===== config.mk =====
export PLATFORM = sky130hd
export DESIGN_NAME = sng_controller
export DESIGN_NICKNAME = d
export VERILOG_FILES = /design/src/hdl/sng_pkg.sv /design/src/hdl/sng_controller.sv
export SDC_FILE = /design/constraint.sdc
export NUM_CORES = 1
export LEC_CHECK = 0
export ABC_AREA = 1
export ABC_CLOCK_PERIOD_IN_PS = 1800
export BUFFER_PORTS_ARGS = -buffer_cell sky130_fd_sc_hd__clkbuf_2
export CAP_MARGIN = 40
export CORE_MARGIN = 2
export CORE_UTILIZATION = 45
export DETAILED_ROUTE_END_ITERATION = 10
export PLACE_DENSITY = 0.68
export SLEW_MARGIN = 10
export SYNTH_ARGS = -nofsm -noshare
export SYNTH_HDL_FRONTEND = slang
export SYNTH_SLANG_ARGS = --single-unit

===== constraint.sdc =====
create_clock -name clk -period 1.8 [get_ports clk]
set_input_delay 0.36 -clock clk [delete_from_list [all_inputs] [get_ports clk]]
set_output_delay 0.36 -clock clk [all_outputs]
set_load 0.03 [all_outputs]

===== src/hdl/sng_pkg.sv =====
// ----------------------------------------------------------------------------
// sng_pkg
// Shared constants, types and the controller command bundle for the
// smooth number generator.
// ----------------------------------------------------------------------------
`default_nettype none

package sng_pkg;

    localparam int K_MAX   = 128;
    localparam int N_MAX   = 4096;

    localparam int IDX_W   = $clog2(K_MAX);   // prime table slot
    localparam int CNT_W   = IDX_W + 1;       // prime count, holds K_MAX
    localparam int PTR_W   = $clog2(N_MAX);   // merge pointer / sequence address
    localparam int POS_W   = PTR_W + 1;       // position n, holds N_MAX
    localparam int PRIME_W = 10;
    localparam int VALUE_W = 31;
    localparam int PROD_W  = VALUE_W + PRIME_W;

    localparam logic [VALUE_W-1:0] VALUE_LIMIT = {VALUE_W{1'b1}};

    localparam logic OP_LOAD    = 1'b0;
    localparam logic OP_COMPUTE = 1'b1;

    typedef enum logic [3:0] {
        ST_IDLE,
        ST_INIT,
        ST_SCAN,
        ST_SCAN_WAIT,
        ST_UPDATE,
        ST_UPDATE_WAIT,
        ST_STORE,
        ST_FETCH,
        ST_RESULT
    } state_t;

    typedef struct packed {
        logic             load;          // write prime table
        logic             start;         // seq[0] = 1, clear flag, first pass
        logic             issue_scan;    // candidate pass, slot = slot
        logic             issue_update;  // pointer advance pass, slot = slot
        logic             store;         // write seq[entry] = min
        logic             fetch;         // read seq[entry]
        logic             emit;          // load output register
        logic [IDX_W-1:0] slot;
        logic [PTR_W-1:0] entry;
    } cmd_t;

endpackage

`default_nettype wire


===== src/hdl/sng_controller.sv =====
// ----------------------------------------------------------------------------
// sng_controller
// Sequencer for load and compute items, the prime count register and the
// output valid flag.
// ----------------------------------------------------------------------------
`default_nettype none

module sng_controller (
    input  wire logic                        clk,
    input  wire logic                        rst_n,
    input  wire logic                        in_valid,
    output logic                             in_stall,
    input  wire logic                        operation,
    input  wire logic [sng_pkg::POS_W-1:0]   sequence_position,
    output logic                             out_valid,
    input  wire logic                        out_stall,
    input  wire logic                        cfg_valid,
    output logic                             cfg_ready,
    input  wire logic [sng_pkg::CNT_W-1:0]   cfg_data,
    input  wire logic                        pipe_busy,
    output sng_pkg::cmd_t                    cmd
);

    sng_pkg::state_t state_reg, state_next;

    logic [sng_pkg::CNT_W-1:0] prime_count_reg;
    logic [sng_pkg::CNT_W-1:0] k_reg, k_next;
    logic [sng_pkg::POS_W-1:0] n_reg, n_next;
    logic [sng_pkg::PTR_W-1:0] i_reg, i_next;
    logic [sng_pkg::IDX_W-1:0] j_reg, j_next;
    logic                      out_valid_reg;

    logic [sng_pkg::CNT_W-1:0] k_eff;
    logic [sng_pkg::POS_W-1:0] n_eff;
    logic                      accept;
    logic                      last_slot;

    assign k_eff = (prime_count_reg == '0) ? sng_pkg::CNT_W'(1)
                 : (prime_count_reg > sng_pkg::CNT_W'(sng_pkg::K_MAX))
                   ? sng_pkg::CNT_W'(sng_pkg::K_MAX) : prime_count_reg;
    assign n_eff = (sequence_position == '0) ? sng_pkg::POS_W'(1)
                 : (sequence_position > sng_pkg::POS_W'(sng_pkg::N_MAX))
                   ? sng_pkg::POS_W'(sng_pkg::N_MAX) : sequence_position;

    assign in_stall  = (state_reg != sng_pkg::ST_IDLE);
    assign accept    = in_valid && !in_stall;
    assign last_slot = ({1'b0, j_reg} == k_reg - sng_pkg::CNT_W'(1));
    assign cfg_ready = 1'b1;
    assign out_valid = out_valid_reg;

    always_comb
    begin
        state_next = state_reg;
        k_next     = k_reg;
        n_next     = n_reg;
        i_next     = i_reg;
        j_next     = j_reg;
        cmd        = '0;
        cmd.slot   = j_reg;
        cmd.entry  = '0;

        unique case (state_reg)
            sng_pkg::ST_IDLE:
            begin
                if (accept && operation == sng_pkg::OP_LOAD)
                begin
                    cmd.load = 1'b1;
                end
                else if (accept && operation == sng_pkg::OP_COMPUTE)
                begin
                    k_next     = k_eff;
                    n_next     = n_eff;
                    state_next = sng_pkg::ST_INIT;
                end
            end
            sng_pkg::ST_INIT:
            begin
                cmd.start = 1'b1;
                i_next    = '0;
                j_next    = '0;
                state_next = (n_reg == sng_pkg::POS_W'(1)) ? sng_pkg::ST_FETCH
                                                            : sng_pkg::ST_SCAN;
            end
            sng_pkg::ST_SCAN:
            begin
                cmd.issue_scan = 1'b1;
                j_next = j_reg + sng_pkg::IDX_W'(1);
                if (last_slot)
                begin
                    state_next = sng_pkg::ST_SCAN_WAIT;
                end
            end
            sng_pkg::ST_SCAN_WAIT:
            begin
                j_next = '0;
                if (!pipe_busy)
                begin
                    state_next = sng_pkg::ST_UPDATE;
                end
            end
            sng_pkg::ST_UPDATE:
            begin
                cmd.issue_update = 1'b1;
                j_next = j_reg + sng_pkg::IDX_W'(1);
                if (last_slot)
                begin
                    state_next = sng_pkg::ST_UPDATE_WAIT;
                end
            end
            sng_pkg::ST_UPDATE_WAIT:
            begin
                j_next = '0;
                if (!pipe_busy)
                begin
                    state_next = sng_pkg::ST_STORE;
                end
            end
            sng_pkg::ST_STORE:
            begin
                cmd.store = 1'b1;
                cmd.entry = i_reg + sng_pkg::PTR_W'(1);
                i_next    = i_reg + sng_pkg::PTR_W'(1);
                state_next = ({1'b0, i_reg} + sng_pkg::POS_W'(2) == n_reg)
                           ? sng_pkg::ST_FETCH : sng_pkg::ST_SCAN;
            end
            sng_pkg::ST_FETCH:
            begin
                cmd.fetch  = 1'b1;
                cmd.entry  = sng_pkg::PTR_W'(n_reg - sng_pkg::POS_W'(1));
                state_next = sng_pkg::ST_RESULT;
            end
            sng_pkg::ST_RESULT:
            begin
                if (!out_valid_reg || !out_stall)
                begin
                    cmd.emit   = 1'b1;
                    state_next = sng_pkg::ST_IDLE;
                end
            end
            default:
            begin
                state_next = sng_pkg::ST_IDLE;
            end
        endcase
    end

    always_ff @(posedge clk or negedge rst_n)
    begin
        if (!rst_n)
        begin
            state_reg       <= sng_pkg::ST_IDLE;
            prime_count_reg <= sng_pkg::CNT_W'(1);
            k_reg           <= sng_pkg::CNT_W'(1);
            n_reg           <= sng_pkg::POS_W'(1);
            i_reg           <= '0;
            j_reg           <= '0;
            out_valid_reg   <= 1'b0;
        end
        else
        begin
            state_reg <= state_next;
            k_reg     <= k_next;
            n_reg     <= n_next;
            i_reg     <= i_next;
            j_reg     <= j_next;
            if (cfg_valid && cfg_ready)
            begin
                prime_count_reg <= cfg_data;
            end
            if (cmd.emit)
            begin
                out_valid_reg <= 1'b1;
            end
            else if (!out_stall)
            begin
                out_valid_reg <= 1'b0;
            end
        end
    end

    // a result is only loaded when the output register is free
    a_emit_free: assert property (@(posedge clk) disable iff (!rst_n)
        cmd.emit |-> !out_valid_reg || !out_stall)
        else $error("output register overwritten");

    // every compute item produces its result through fetch
    a_fetch_result: assert property (@(posedge clk) disable iff (!rst_n)
        cmd.fetch |=> state_reg == sng_pkg::ST_RESULT)
        else $error("fetch not followed by result");

    // slot counter never passes the prime count during a pass
    a_slot_range: assert property (@(posedge clk) disable iff (!rst_n)
        (cmd.issue_scan || cmd.issue_update) |-> {1'b0, j_reg} < k_reg)
        else $error("slot beyond prime count");

endmodule

`default_nettype wire


; Yosys cells after proc, flatten, opt, wreduce, memory -nomap -nowiden
; Index checks and enable logic that the tools add are counted.
[classes]
order_cmp = 2
n_eq_ne = 19
mux = 28
n_addsub = 5
n_bitwise = 2
reduce_logical = 17
[op_table]
columns = cell, count
row1 = $pmux 12 s2, 2
row2 = $pmux 4 s9, 1
row3 = $mux 4, 7
row4 = $mux 13, 2
row5 = $eq 4x3->1 const B, 4
row6 = $mux 8, 2
row7 = $ne 2x2->1 const B, 7
row8 = $pmux 7 s2, 1
row9 = $add 12x2->13 const B, 1
row10 = $eq 13x1->1 const B, 1
row11 = $eq 13x13->1, 1
row12 = $gt 13x13->1 const B, 1
row13 = $logic_not 13->1, 1
row14 = $add 12x1->12 const B, 1
row15 = $sub 12x1->12 const B, 1
row16 = $mux 1, 11
row17 = $eq 4x2->1 const B, 2
row18 = $eq 7x8->1, 1
row19 = $gt 8x8->1 const B, 1
row20 = $logic_not 8->1, 1
row21 = $sub 8x1->8 const B, 1
row22 = $add 7x1->7 const B, 1
row23 = $reduce_and 7->1, 1
row24 = $mux 3, 2
row25 = other kinds (13), 19
[word_totals]
regBits = 53
out_inout_bits = 29

; Logic depth before layout (Yosys ltp)
[logic_depth]
depth_word = 7
ltp_mapped = 16

; Worst setup path after synthesis
; Ideal clock, no wire load.
[synth_path]
path_type = flip-flop to output port
from = register state_reg[3]
to = output cmd[7] in the netlist's numbering
required_time_ps = 1440
n_path_buf = 0
arrival_ps = 1941
setup_slack_ps = -501
stages_incl_launch_ff = 6
cell_sequence = dfrtp_1 -> inv_2 -> nand2_4 -> nor3_4 -> inv_2 -> o31ai_1
[synth_rtl]
columns = item, line_no
row1 = start: declaration, sng_controller.sv:24  ; sng_pkg::state_t state_reg, state_next;
row2 = start signal: assignment, sng_controller.sv:151  ; state_reg <= sng_pkg::ST_IDLE;
row3 = start signal: assignment, sng_controller.sv:161  ; state_reg <= state_next;
row4 = end: declaration, sng_controller.sv:21  ; output sng_pkg::cmd_t cmd

==> flow_metrics.tcl <==
set metrics [dict create \
    grt_pass1_wl_um 18570 \
    wire_per_inst_um 15.31 \
    top_layer "met4" \
    numCtsBuffers 5 \
    slew_viol_final 0 \
    cts_sinks 53 \
    start_util_pct 46.18 \
    ys_async_sr_fraction_pct 100.0 \
    cp.required_ns 1.44 \
    hp-class "input pin to async pin" \
    fin_area_um2 5580 \
    grt_start_max_net_pins 54 \
    grt-ovfl-total 0 \
    layout-drive-gt1-share_pct 44.19 \
    wl_met3_um 471 \
    clkSlewWorstSetupHoldPaths_ns 0.11 \
    vias 3949 \
    crit_path_max_incr_delay_ns 0.37 \
    place_inst 711 \
    port_buffers 55 \
    start_kind "flip-flop" \
    p_leak_nw 2.724 \
    insertion_delay_ns 0.31 \
    critical_path_class "flip-flop to output pin" \
    post-dp-hpwl_um 7467 \
    grt_pass1_vias 3965 \
    via_per_inst 5.224 \
    ys_types 41 \
    p_switching_w 0.003278 \
    irDropWorstVdd_mv 0.8671 \
    synthesis.nets 533 \
    power_frac_comb_pct 63.8 \
    post-route-min-period_ns 2.313 \
    pre_cts_slack_ns -0.2811 \
    syn_area_per_cell_um2 7.114 \
    clock_path_buffers 2 \
    drt_pre_antenna_iters 5 \
    drcViolationCount 0 \
    final_util_pct 72.59 \
    setup_slack_ns -0.5130 \
    met1Wirelength_um 4986 \
    antenna_found_initial 0 \
    rsz0062_at_grt "true" \
    syn_area_um2 3550 \
    yosysWarnings 0 \
    synthCells 499 \
    diodes 0 \
    yosys.area.top_type "dfrtp_1" \
    clockRootBuffer "clkbuf_8" \
    postRouteAntennaNets 0 \
    die_area_um2 8615 \
    cp-end-kind "output pin" \
    gr-usage-all-layers_pct 26.88 \
    violations "negative setup slack" \
    placed_cell_area_um2 4514 \
    status "finished with violations" \
    ios 57 \
    power_density_nw_per_um2 1282 \
    largest_reg_flops 13 \
    clock_skew_ns 0.005470 \
    syn2layout_area_growth_pct 57.21 \
    gp_congestion 0.9436 \
    max_freq_ghz 0.4323 \
    num_rows 32 \
    final_cells 756 \
    die_w_um 92.82 \
    finalSetupViolations 19 \
    power_switching_share_pct 45.83 \
    cts_tree "built" \
    yosys-top-cells-area "dfrtp_1, nand2_1, inv_1" \
    die_h_um 92.82 \
    finalHoldViolations 0 \
    ys_seq_elements 53 \
    fin_crit_sh_pct 128.5 \
    p_seq_share_pct 24.2 \
    wl_met2_um 5956 \
    clkPwrFrac_pct 12.0 \
    worst_ep_arrival_time_ns 1.95 \
    cp_slowest_cell "dfrtp_1" \
    nNetsFinal 687 \
    routed_wl_um 11570 \
    drtIter0Drc 241 \
    hold_buffers 0 \
    seq_area_frac_synth_pct 37.47 \
    drv_cap 0 \
    synth-edff-count 0 \
    cp_max_fo 3 \
    p_int_w 0.003875 \
    whs_ns 0.01249 \
    synth_top_area_share_pct 35.25 \
    synthFlopType "dfrtp_1" \
    core_um2 7687 \
    ctsHtreeMaxLevel 2 \
    path_cells "ha_2 -> nand2_2 -> buf_4 -> nor2_4 -> nand2_4 -> o21ai_4 -> o2111ai_4 -> o31ai_4 -> clkbuf_8" \
]
[power by group through the flow]
stage	clock [W]	sequential, W	combinational [W]
after detailed placement	0	0.00173	0.00329
after floorplan	0	0.00179	0.00204
after global placement	0	0.00171	0.00322
after CTS	0.000865	0.00171	0.00399
after global routing	0.000907	0.00177	0.00495
final	0.000856	0.00173	0.00457
[repair_timing]
action	4_1_cts	5_1_grt
gates cloned	0	0
setup buffers	27	21
pin swaps	31	28
setup endpoints to repair	20	25
gates resized for setup	122	64
[Yosys cell counts (2+ instances only)]
master	number
nor3_2	3
nor4_1	5
nor3_1	7
nor2_1	50
xor2_1	8
o21ai_0	49
o21ai_1	7
nor2_4	3
xnor2_1	4
nand4_1	4
nor2_2	5
dfstp_2	3
buf_4	2
buf_2	2
nand2_4	3
nand2_1	106
dfrtp_1	50
inv_1	75
ha_1	6
inv_2	8
o2111ai_1	3
o22ai_1	9
nand3_1	43
a21oi_1	17
o31ai_1	4
clkinv_1	2
clkbuf_1	2
nor3_4	2
nand2_2	5
[critical path: cells and delay by family (launching register included)]
family          cells  cell delay (ns)
buf+inv             2             0.35
simple gates        3             0.27
fa+ha+maj           1             0.20
flops               1             0.37
compound gates      3             0.45
[routing by layer]
| layer | vias to the layer above | global-route usage (%) |
|---|---|---|
| li1 | 1922 | - |
| met1 | 1890 | 34.08 |
| met2 | 120 | 47.58 |
| met3 | 17 | 3.987 |
| met4 | 0 | 7.475 |
| met5 | - | 0 |
[area by class of cell]
cell class,instances,area (µm²)
Clock buffer,6,72.57
Inverter,85,351.6
Multi-Input combinational cell,354,2352
Sequential cell,53,1331
Tap cell,102,127.6
Timing Repair Buffer,154,1306
Fill cell,560,2107
Clock inverter,2,38.79
[logic make-up after synthesis]
kind of cell               share of synthesized area, %
adders and majority gates                         2.115
other                                            0.1056
AOI/OAI and AO/OA                                 14.73
and+or+nand+nor                                   32.08
buffers and inverters                             10.22
DFF                                               37.47
muxes                                            0.3172
xor gates and xnor gates                          2.961
[placed cells by master (no fill, tap or decap), types with 7 or more instances in the layout]
cell | netlist | final
o21ai_0 | 49 | 35
o22ai_1 | 9 | 7
nand3_2 | 1 | 10
clkbuf_8 | 0 | 12
xor2_1 | 8 | 7
inv_1 | 75 | 65
nor2_1 | 50 | 37
clkbuf_2 | 0 | 36
buf_4 | 2 | 78
nand2_2 | 5 | 17
o21ai_2 | 1 | 8
dfrtp_1 | 50 | 49
a21oi_2 | 1 | 9
inv_2 | 8 | 13
nand2_4 | 3 | 8
nor2_4 | 3 | 10
o21ai_1 | 7 | 10
nand2_1 | 106 | 89
a21oi_1 | 17 | 9
nor2_2 | 5 | 11
buf_6 | 1 | 17
buf_8 | 0 | 11
nand3_1 | 43 | 34
[worst paths after layout]
| kind | from | cells past startpoint | slack [ns] | endpoint |
|---|---|---|---|---|
| setup / recovery | i_reg[2]$_DFFE_PN0P_ | 9 | -0.51 | cmd[9] |
| max in group asynchronous | rst_n | 2 | 1.46 | n_reg[0]$_DFFE_PN1P_ |
| setup reg to reg | i_reg[2]$_DFFE_PN0P_ | 15 | -0.20 | state_reg[2]$_DFFE_PN0P_ |
| hold reg to reg | prime_count_reg[0]$_DFFE_PN1P_ | 2 | 0.49 | prime_count_reg[0]$_DFFE_PN1P_ |
| hold / removal | rst_n | 2 | 0.01 | i_reg[11]$_DFFE_PN0P_ |
| min in group clk | cfg_data[0] | 3 | 0.24 | prime_count_reg[0]$_DFFE_PN1P_ |
[through the flow]
stage          total power [W]  TNS (ns)
2_1_floorplan         0.003828    -1.643
3_3_place_gp          0.004932    -1.169
3_5_place_dp          0.005011    -1.717
4_1_cts               0.006567    -4.421
5_1_grt               0.007629    -7.280
6_report              0.007153    -5.466
Power figures use the tool's default switching activity.
